**config.mk**
```make
export PLATFORM = sky130hd
export DESIGN_NAME = bba_ctrl
export DESIGN_NICKNAME = d
export VERILOG_FILES = /design/src/hdl/bba_pkg.sv /design/src/hdl/bba_ctrl.sv
export SDC_FILE = /design/constraint.sdc
export NUM_CORES = 1
export LEC_CHECK = 0
export CAP_MARGIN = 10
export CORE_AREA = 2 2 39 41
export DETAILED_ROUTE_END_ITERATION = 16
export DIE_AREA = 0 0 41 43
export DONT_BUFFER_PORTS = 1
export PLACE_DENSITY = 0.32
export SYNTH_ARGS = -nofsm -noshare
export SYNTH_HDL_FRONTEND = slang
export SYNTH_SLANG_ARGS = --single-unit
```
**constraint.sdc**
```tcl
create_clock -name clk_i -period 1.9 [get_ports clk_i]
set_clock_uncertainty 0.2 [all_clocks]
set_input_delay 0 -clock clk_i [delete_from_list [all_inputs] [get_ports clk_i]]
set_output_delay 0 -clock clk_i [all_outputs]
set_load 0.02 [all_outputs]
```
**src/hdl/bba_pkg.sv**
```systemverilog
// Shared types and constants for the bitmap block allocator.
// Used by bba_ctrl, bba_datapath and bitmap_block_allocator_top; no dependencies.
package bba_pkg;

  localparam int unsigned CNT_W  = 13;  // free count and configuration width
  localparam int unsigned BLK_W  = 12;  // block number width on the ports
  localparam int unsigned OP_W   = 2;
  localparam int unsigned STAT_W = 2;
  localparam int unsigned WORD_W = 64;  // map bits held per memory word
  localparam int unsigned BIT_W  = 6;   // bit index within a map word

  localparam int unsigned IN_TDATA_W  = 16;
  localparam int unsigned OUT_TDATA_W = 32;

  typedef enum logic [OP_W-1:0] {
    OP_FORMAT = 2'd0,
    OP_ALLOC  = 2'd1,
    OP_FREE   = 2'd2,
    OP_NOP    = 2'd3
  } op_e;

  typedef enum logic [STAT_W-1:0] {
    ST_OK           = 2'd0,
    ST_NO_FREE      = 2'd1,
    ST_OUT_OF_RANGE = 2'd2,
    ST_ALREADY_FREE = 2'd3
  } status_e;

  typedef enum logic [2:0] {
    S_CLEAR,
    S_IDLE,
    S_FORMAT,
    S_SCAN,
    S_HIT,
    S_FREE_RD,
    S_FREE_CHK,
    S_RESP
  } state_e;

  // Commands from the controller to the datapath
  typedef struct packed {
    logic accept;     // latch the incoming transaction
    logic sweep_wr;   // write the map word at the sweep address, advance
    logic clear;      // sweep writes zeros instead of the format pattern
    logic scan_rd;    // read the next map word of the scan
    logic hit_cap;    // capture the first non-empty word found
    logic hit_wr;     // take its lowest free block
    logic free_rd;    // read the word holding the block to release
    logic free_wr;    // set the block free unless it already is
    logic scan_miss;  // no free block anywhere
    logic out_load;   // move the result into the output register
  } bba_cmd_t;

  // Status from the datapath to the controller
  typedef struct packed {
    logic in_valid;
    op_e  in_op;
    logic in_oor;      // block to release lies at or above the total
    logic sweep_last;  // sweep is at the last map word
    logic scan_hit;
    logic scan_end;    // last word read back empty
    logic out_free;    // output register can take a result
  } bba_stat_t;

endpackage

```
**src/hdl/bba_ctrl.sv**
```systemverilog
// Controller state machine of the bitmap block allocator.
// Sequences clearing, format, allocate scan and free; depends on bba_pkg.
module bba_ctrl (
  input  logic              clk_i,
  input  logic              rst_ni,
  input  bba_pkg::bba_stat_t stat_i,
  output bba_pkg::bba_cmd_t  cmd_o,
  output logic              in_ready_o
);
  import bba_pkg::*;

  state_e state_q, state_d;

  always_ff @(posedge clk_i or negedge rst_ni) begin
    if (!rst_ni) begin
      state_q <= S_CLEAR;
    end else begin
      state_q <= state_d;
    end
  end

  assign in_ready_o = (state_q == S_IDLE);

  always_comb begin
    state_d = state_q;
    cmd_o   = '0;
    unique case (state_q)
      S_CLEAR: begin
        cmd_o.sweep_wr = 1'b1;
        cmd_o.clear    = 1'b1;
        if (stat_i.sweep_last) state_d = S_IDLE;
      end
      S_IDLE: begin
        if (stat_i.in_valid) begin
          cmd_o.accept = 1'b1;
          unique case (stat_i.in_op)
            OP_FORMAT: state_d = S_FORMAT;
            OP_ALLOC:  state_d = S_SCAN;
            OP_FREE:   state_d = stat_i.in_oor ? S_RESP : S_FREE_RD;
            OP_NOP:    state_d = S_RESP;
            default:   state_d = S_RESP;
          endcase
        end
      end
      S_FORMAT: begin
        cmd_o.sweep_wr = 1'b1;
        if (stat_i.sweep_last) state_d = S_RESP;
      end
      S_SCAN: begin
        cmd_o.scan_rd = 1'b1;
        if (stat_i.scan_hit) begin
          cmd_o.hit_cap = 1'b1;
          state_d       = S_HIT;
        end else if (stat_i.scan_end) begin
          cmd_o.scan_miss = 1'b1;
          state_d         = S_RESP;
        end
      end
      S_HIT: begin
        cmd_o.hit_wr = 1'b1;
        state_d      = S_RESP;
      end
      S_FREE_RD: begin
        cmd_o.free_rd = 1'b1;
        state_d       = S_FREE_CHK;
      end
      S_FREE_CHK: begin
        cmd_o.free_wr = 1'b1;
        state_d       = S_RESP;
      end
      S_RESP: begin
        if (stat_i.out_free) begin
          cmd_o.out_load = 1'b1;
          state_d        = S_IDLE;
        end
      end
      default: state_d = S_IDLE;
    endcase
  end

endmodule

```
==> results.toml, run 1 <==
[synthesis]
ys.warnings.count = 0
synth_edf_count = 0
ys_ff_latch = 3
synth_nets = 49
async_flop_share_pct = 100
yosysTopAreaCell = "dfrtp_1"
synthFlopType = "dfrtp_1"
synthTopCellsByCount = "6 x nor2_1, 3 x dfrtp_1, 3 x inv_1, 3 x nand2_1, 3 x nor3_1"
syn_area_per_cell_sq_um = 7.86
ys_types = 22
synth.area.top_cells = "dfrtp_1 24%, nor2_1 7.3%, a32oi_1 5.7%"
synth-seq-area-share_pct = 24.5
synth.cell_area_sq_um = 307
syn-instance-count = 39
synth_top_area_share_pct = 24.5
synth_most_common_cell = "nor2_1"

[finish]
diodes = 0
reg_top3 = "state_q x3"
final_nets = 68
fillers = 148
largest_register_ffs = 3
top_register = "state_q"
post-route-util_pct = 35.4
area_growth_pct = 59.6
post_route_cells_drive_above_1_share_pct = 19.3

[critical_path]
critical_path_class = "flop to flop"
cp.arrival_ns = 1.69
path_cells = "mux2i_1, dlygate4sd3_1, a32oi_1"
cp_max_fo = 12
r2r_start = "state_q[0]"
crit_required_ns = 1.80
crit_path_start_kind = "flop"
cp_slowest_cell = "dfrtp_1"
slowest_delay_ns = 0.58
critPathLaunch = "state_q[0]"
end_kind = "flop"

[clocking]
h-tree-depth = 1
clock_latency_ns = 0.23
clockBufferDepth = 2
cts.sinks = 3
cts_tree = "yes"
cts_made_buffers = 3
path_clk_slew_ns = 0.04
cts-root-buf = "clkbuf_4"

[routing]
finalWirelength_microns = 864
drtIter0Drc = 7
ant_nets = 0
avgRoutedWirePerCell_microns = 11.8
dr.pass1.iters = 3
vias = 351
drc = 0
vias_per_cell = 4.81

[status]
outcome = "finished clean"

[power]
finalPower_mw = 0.709
power_per_cell_area_nw_per_um2 = 1450
leakage_nw = 0.235
ir_drop_mv = 0.545

[sta]
worst_pin_slew_ns = 0.400
fmax_mhz = 560
min_period_ns = 1.79
finalSetupViolations = 0
rsz0062_at_grt = "no"
maxSlewHeadroom_pct = 73.4
finalCritPeriodShare_pct = 94.1
finalHoldViolations = 0
slew_viol_final = 0
setup_tns_ns = 0

[die]
fp.dieArea_sq_um = 1760
pin_count = 21
num_rows = 14
die_h_microns = 43
start_util_pct = 22.2
core_area_sq_um = 1380
die_x_microns = 41

[place]
place.gp.congestion = 0.735
dpl.hpwl_microns = 625
port_buffers = 0

[global_routing]
grt_overflow_total = 0
grt_pass1_vias = 347
grt_usage_pct = 11.7
grt_pass1_wl_mm = 1.39
antenna_found_initial = 0
grt_max_degree = 14

[worst_hold_path]
hold_path_class = "primary input to output port"
holdCritStartpoint = "stat_i[1]"

[run]
drv_cap = 0
## cell type report
cell class	instances	area (sq um)	share of cell area, %
Clock buffer	4	26.3	5.37
Inverter	3	11.3	2.30
Multi-Input combinational cell	30	199	40.7
Sequential cell	3	75.1	15.3
Tap cell	16	20.0	4.09
Timing Repair Buffer	17	158	32.2
## cell families after synthesis
family,count (synthesis),share of synthesized area [%]
AO/OA/AOI/OAI,8,21.6
buffers and inverters,6,10.6
flip-flops,3,24.5
multiplexers,1,3.27
AND/OR/NAND/NOR,21,40.0
## cells in the final DEF, fill, tap and decap left out
cell	n
a21bo_2	1
a21oi_1	1
a32oi_1	2
and2_1	1
and3b_1	2
buf_4	5
clkbuf_1	1
clkbuf_4	3
dfrtp_1	3
dlygate4sd3_1	12
inv_1	3
mux2i_1	1
nand2_1	3
nand2b_4	1
nand4b_1	1
nor2_1	6
nor3_1	3
nor3b_1	2
o211a_1	1
o21bai_1	1
o22ai_1	1
o311a_1	1
or2_2	1
or3_1	1
## what timing repair did
item,in CTS,in global routing
endpoints found under the hold margin,8,0
buffers inserted,0,0
gates resized for setup,0,0
hold buffers,12,0
## per-stage QoR
stage          worst slack (ns)  cell area [sq um]  hold slack (ns)  cells
2_1_floorplan             0.472                307           -0.496     39
3_3_place_gp              0.316                343           -0.496     57
3_5_place_dp              0.306                343           -0.495     57
4_1_cts                   0.113                489           0.0136     73
5_1_grt                 0.00432                489           0.0256     73
6_report                  0.113                489           0.0140     73
## metal layers
layer  track usage [%]  wire length (microns)  vias up
met5                 0                      0        -
met1              13.9                    378      162
met4              7.33                      0        0
li1                  -                      -      174
met2              15.9                    399       15
met3              5.76                     85        0
## worst max-delay path, delay by kind of cell, from the launching register on
kind / cells / cell delay (ns)
DFF: 1 / 0.58
muxes: 1 / 0.24
AOI/OAI and AO/OA: 1 / 0.06
buffers and inverters: 1 / 0.58
## power by group
part           total [mW]  switching [mW]  internal, mW
sequential          0.187          0.0916        0.0957
combinational       0.410           0.218         0.192
clock               0.112          0.0331        0.0787
## path summary, 6_finish.rpt
path | endpoint | slack (ns) | cells past startpoint
max in group asynchronous | state_q[2] | 1.01 | 2
hold / removal | cmd_o[1] | 0.01 | 1
min in group asynchronous | state_q[1] | 0.35 | 2
hold reg to reg | state_q[1] | 0.58 | 2
setup / recovery | state_q[1] | 0.11 | 3
setup reg to reg | state_q[1] | 0.11 | 3
Power figures use the tool's default switching activity.
==> run 2: changes to the inputs <==
--- a/config.mk
+++ b/config.mk
@@ -11,6 +11,7 @@
 export DIE_AREA = 0 0 41 43
 export DONT_BUFFER_PORTS = 1
 export PLACE_DENSITY = 0.32
+export SETUP_SLACK_MARGIN = 0.3
 export SYNTH_ARGS = -nofsm -noshare
 export SYNTH_HDL_FRONTEND = slang
 export SYNTH_SLANG_ARGS = --single-unit
==> run 2 against run 1 <==
The run now ends with hold timing left. Utilization is 0.72 points higher. Fmax is 17% higher. Highest routed layer unchanged. Critical endpoint is now state_q[2]. Clock power hardly changed.
==> results.toml, run 2 (synthesized netlist as in run 1, its figures left out) <==
[status]
violations = "hold timing"
outcome = "finished with violations"

[run]
drv_cap = 0

[finish]
reg_top3 = "state_q x3"
post_route_cells_drive_above_1_share_pct = 31.0
largest_register_ffs = 3
stdcell_area_sq_um = 499
final_nets = 69
diodes = 0
post-route-util_pct = 36.1
fillers = 147
layout_common_cells = "9 x dlygate4sd3_1, 8 x buf_4, 6 x nor2_1"
top_register = "state_q"
final_common_cell = "dlygate4sd3_1"
area_growth_pct = 62.9

[global_routing]
grt_max_degree = 14
grt_overflow_total = 0
antenna_found_initial = 0
grt_pass1_wl_mm = 1.33
grt_pass1_vias = 335
grt_usage_pct = 11.2

[clocking]
path_clk_slew_ns = 0.04
h-tree-depth = 1
cts_made_buffers = 3
cts-root-buf = "clkbuf_4"
clock_latency_ns = 0.23
clockBufferDepth = 2
cts_tree = "yes"
cts.sinks = 3

[sta]
min_period_ns = 1.53
setup_tns_ns = 0
finalSetupViolations = 0
finalHoldViolations = 1
worst_slack_ns = 0.369
maxSlewHeadroom_pct = 74.0
fin_hold_ws_ns = -0.00853
fmax_mhz = 653
rsz0062_at_grt = "yes"
finalCritPeriodShare_pct = 80.6
worst_pin_slew_ns = 0.389
slew_viol_final = 0

[worst_hold_path]
holdPathStages = 3
hold_path_end = "state_q[1]"
holdCritStartpoint = "stat_i[5]"
hold_path_class = "primary input to flop"

[critical_path]
critical_path_class = "flop to flop"
r2r_start = "state_q[0]"
crit_path_start_kind = "flop"
cp.arrival_ns = 1.45
r2r_cells = 3
r2r-end = "state_q[2]"
r2r_slack_ns = 0.37
crit_required_ns = 1.82
cp_max_fo = 10
end_kind = "flop"

[place]
port_buffers = 0
place.gp.congestion = 0.735
dpl.hpwl_microns = 625
dp_slack_ns = 0.306
dpl_cell_area_sq_um = 343

[power]
power_per_cell_area_nw_per_um2 = 1500
leakage_nw = 0.244
ir_drop_mv = 0.530

[die]
die_x_microns = 41
core_area_sq_um = 1380
start_util_pct = 22.2
num_rows = 14
pin_count = 21
fp.dieArea_sq_um = 1760
die_h_microns = 43

[routing]
ant_nets = 0
dr.pass1.iters = 3
drtIter0Drc = 6
vias = 345
vias_per_cell = 4.66
finalWirelength_microns = 855
avgRoutedWirePerCell_microns = 11.6
drc = 0
run 2: per-stage QoR:
stage / cells / total power [mW]
3_5_place_dp: 57 / 0.571
4_1_cts: 71 / 0.714
5_1_grt: 74 / 0.815
3_3_place_gp: 57 / 0.568
6_report: 74 / 0.749
2_1_floorplan: 39 / 0.508
run 2: repair_timing:
item,CTS,global route
setup endpoints to repair,3,7
pin swaps,0,0
buffers inserted,0,3
hold buffers,10,0
endpoints found under the hold margin,8,0
gates resized for setup,3,2
run 2: per-layer routing:
metal | global-route usage, % | wire length [microns]
met1 | 13.9 | 399
met2 | 15.6 | 373
met3 | 4.71 | 82
met4 | 6.00 | 0
met5 | 0 | 0
run 2: final cells by class:
class / instances / area (sq um) / area share [%]
multi-input combinational: 30 / 201 / 40.4
timing repair buffer: 18 / 163 / 32.6
sequential: 3 / 77.6 / 15.5
clock buffer: 4 / 26.3 / 5.26
tap: 16 / 20.0 / 4.01
inverter: 3 / 11.3 / 2.26
run 2: worst max-delay path, stage by stage (launching register included):
cell	delay, ns
dfrtp_2	0.47
or3_1	0.41
o311a_1	0.15
a21bo_2	0.19
run 2: how the worst max path moves through the flow:
stage	from	end	slack (ns)	depth (start not counted)
2_1_floorplan	state_q[1]	cmd_o[9]	0.47	4
3_3_place_gp	state_q[0]	state_q[2]	0.32	3
3_5_place_dp	state_q[0]	state_q[2]	0.31	3
4_1_cts	state_q[2]	cmd_o[1]	0.32	2
5_1_grt	state_q[1]	cmd_o[5]	0.30	3
6_report	state_q[0]	state_q[2]	0.37	3
run 2: report_power, final:
part | total [mW] | switching (mW) | internal, mW
Clock | 0.112 | 0.0331 | 0.0787
Combinational | 0.450 | 0.231 | 0.219
Sequential | 0.187 | 0.0862 | 0.100
Total | 0.749 | 0.351 | 0.398
==> run 3: changes to the inputs <==
--- a/config.mk
+++ b/config.mk
@@ -5,12 +5,13 @@
 export SDC_FILE = /design/constraint.sdc
 export NUM_CORES = 1
 export LEC_CHECK = 0
+export ABC_AREA = 1
 export CAP_MARGIN = 10
 export CORE_AREA = 2 2 39 41
 export DETAILED_ROUTE_END_ITERATION = 16
 export DIE_AREA = 0 0 41 43
 export DONT_BUFFER_PORTS = 1
-export PLACE_DENSITY = 0.32
+export PLACE_DENSITY = 0.38
 export SETUP_SLACK_MARGIN = 0.3
 export SYNTH_ARGS = -nofsm -noshare
 export SYNTH_HDL_FRONTEND = slang
==> constraint.sdc (replaced) <==
create_clock -name clk_i -period 1.4 [get_ports clk_i]
set_clock_uncertainty 0.2 [all_clocks]
set_input_delay 0 -clock clk_i [delete_from_list [all_inputs] [get_ports clk_i]]
set_output_delay 0 -clock clk_i [all_outputs]
set_load 0.02 [all_outputs]
==> run 3 against run 2 <==
Combinational power rose to 2.8 times the previous value. Setup slack lost 0.36 ns. Synthesized cell count up 64%. Clock-buffer cell count stayed put. The run still ends with hold timing left. Power up 130%. Die area stayed put. Global-route usage grew 4.6 points. Critical endpoint is now cmd_o[9]. Routed wire length is 32% higher. Utilization rose by 17 points. Flip-flop and latch count did not move. Sequential share of layout area decreased by 4.8 points.
==> results.toml, run 3 <==
[routing]
avgRoutedWirePerCell_microns = 10.1
drtIter0Drc = 2
ant_nets = 0
vias_per_cell = 4.32
drc = 0
dr.pass1.iters = 4
vias = 479
finalWirelength_mm = 1.13

[status]
violations = "hold timing"
outcome = "finished with violations"

[sta]
min_period_ns = 1.39
finalSetupViolations = 0
rsz0062_at_grt = "yes"
worst_pin_slew_ns = 0.256
finalCritPeriodShare_pct = 99.6
slew_viol_final = 0
finalHoldViolations = 1
worst_slack_ns = 0.00548
maxSlewHeadroom_pct = 82.9
fin_hold_ws_ns = -0.167
fmax_mhz = 717

[die]
core_area_sq_um = 1380
num_rows = 14
pin_count = 21
die_h_microns = 43
fp.dieArea_sq_um = 1760
start_util_pct = 26.5
die_x_microns = 41

[critical_path]
critical_path_class = "flop to output port"
cp_top_family = "flip-flops"
cp_slowest_cell = "dfrtp_2"
worst-path-buf-inv = 2
crit_required_ns = 1.20
cp_max_fo = 8
end_kind = "output port"
crit_path_start_kind = "flop"
slowest_delay_ns = 0.50
cp.arrival_ns = 1.19
path_cells = "buf_6, nor3_2, buf_4"

[clocking]
h-tree-depth = 1
cts-root-buf = "clkbuf_4"
hold_buffers = 8
cts_tree = "yes"
cts_made_buffers = 3
clockBufferDepth = 2
clock_latency_ns = 0.23
path_clk_slew_ns = 0.04
cts.sinks = 3

[place]
place.gp.congestion = 0.742
dpl_cell_area_sq_um = 512
port_buffers = 0
dpl.hpwl_microns = 818
dp_slack_ns = -0.0383

[finish]
post_route_cells_drive_above_1_share_pct = 47.4
final_nets = 106
top_register = "state_q"
stdcell_area_sq_um = 731
diodes = 0
layout_common_cells = "17 x nand2_1, 14 x buf_4, 11 x inv_1"
largest_register_ffs = 3
final_common_cell = "nand2_1"
reg_top3 = "state_q x3"
area_growth_pct = 99.3
post-route-util_pct = 52.8

[synthesis]
yosysTopAreaCell = "dfrtp_1"
synth_most_common_cell = "nand2_1"
ys.warnings.count = 0
syn-instance-count = 64
synth.area.top_cells = "dfrtp_1 20%, nand2_1 19%, inv_1 11%"
synth_nets = 74
synth.cell_area_sq_um = 367
synth_edf_count = 0
synth-seq-area-share_pct = 20.5
synth_top_area_share_pct = 20.5
syn_area_per_cell_sq_um = 5.73
ys_ff_latch = 3
async_flop_share_pct = 100
synthFlopType = "dfrtp_1"
ys_types = 15
synthTopCellsByCount = "19 x nand2_1, 11 x inv_1, 8 x nor2_1, 5 x nand3_1, 4 x nor3_1"

[power]
comb_power_share_pct = 75.0
p_sw_share_pct = 49.0
finalPower_mw = 1.69
power.share.clock_pct = 9.0
power_per_cell_area_nw_per_um2 = 2310
p_sw_mw = 0.828
p_seq_share_pct = 16.1
leakage_nw = 0.394
power.internal_mw = 0.863
ir_drop_mv = 0.899

[global_routing]
grt_pass1_vias = 462
grt_max_degree = 9
grt_pass1_wl_mm = 1.89
grt_overflow_total = 0
grt_usage_pct = 15.7
antenna_found_initial = 0

[run]
drv_cap = 0

[worst_hold_path]
hold_path_class = "primary input to flop"
## run 3: final timing paths
kind,start,endpoint,slack (ns),cells after the start
hold / removal,stat_i[0],state_q[2],-0.17,3
max in group asynchronous,rst_ni,state_q[0],0.49,2
hold reg to reg,state_q[0],state_q[0],0.51,3
setup / recovery,state_q[2],cmd_o[9],0.005,3
setup reg to reg,state_q[1],state_q[1],0.03,5
min in group asynchronous,rst_ni,state_q[2],0.35,2
## run 3: cell families after synthesis
| family | Yosys count | share of synthesized area (%) |
|---|---|---|
| compound gates | 2 | 2.73 |
| buf+inv | 15 | 20.5 |
| flops | 3 | 20.5 |
| simple gates | 44 | 56.3 |
## run 3: area by class of cell
cell class	instances	area (sq um)
Timing Repair Buffer	30	275
Sequential cell	3	78.8
Tap cell	16	20.0
Multi-Input combinational cell	46	283
Clock buffer	4	26.3
Fill cell	148	653
Inverter	12	47.5
## run 3: what timing repair did
item                                   in CTS  in global routing
pin swaps                                   5                  2
setup endpoints to repair                  14                 14
endpoints found under the hold margin       6                  1
resized for setup                          15                  8
buffers inserted                            4                  0
## run 3: per-layer routing
metal	routed length [microns]	vias up	GRT usage, %	part of all wire (%)
li1	-	256	-	-
met1	488	212	21.1	43
met2	594	11	23.8	53
met3	43	0	1.57	3.8
met4	0	0	8.00	0
met5	0	-	0	0
## run 3: through the flow
| stage | std cells | TNS [ns] |
|---|---|---|
| global placement | 95 | -0.146 |
| detailed placement | 95 | -0.0824 |
| CTS | 111 | 0 |
| global route | 111 | -0.464 |
| finish | 111 | 0 |
| floorplan | 64 | 0 |
## run 3: power groups by stage
stage,Sequential [mW],Combinational (mW),Clock (mW)
after floorplan,0.170,0.754,0
after global placement,0.258,0.971,0
after detailed placement,0.256,0.964,0
after CTS,0.257,1.18,0.155
after global routing,0.287,1.38,0.166
final,0.272,1.27,0.152
## run 3: worst register-to-register path: stages (launching register included)
cell,delay (ns)
dfrtp_2,0.46
buf_4,0.16
nand4_1,0.14
nand4_1,0.15
nand2_1,0.09
nand2_1,0.05
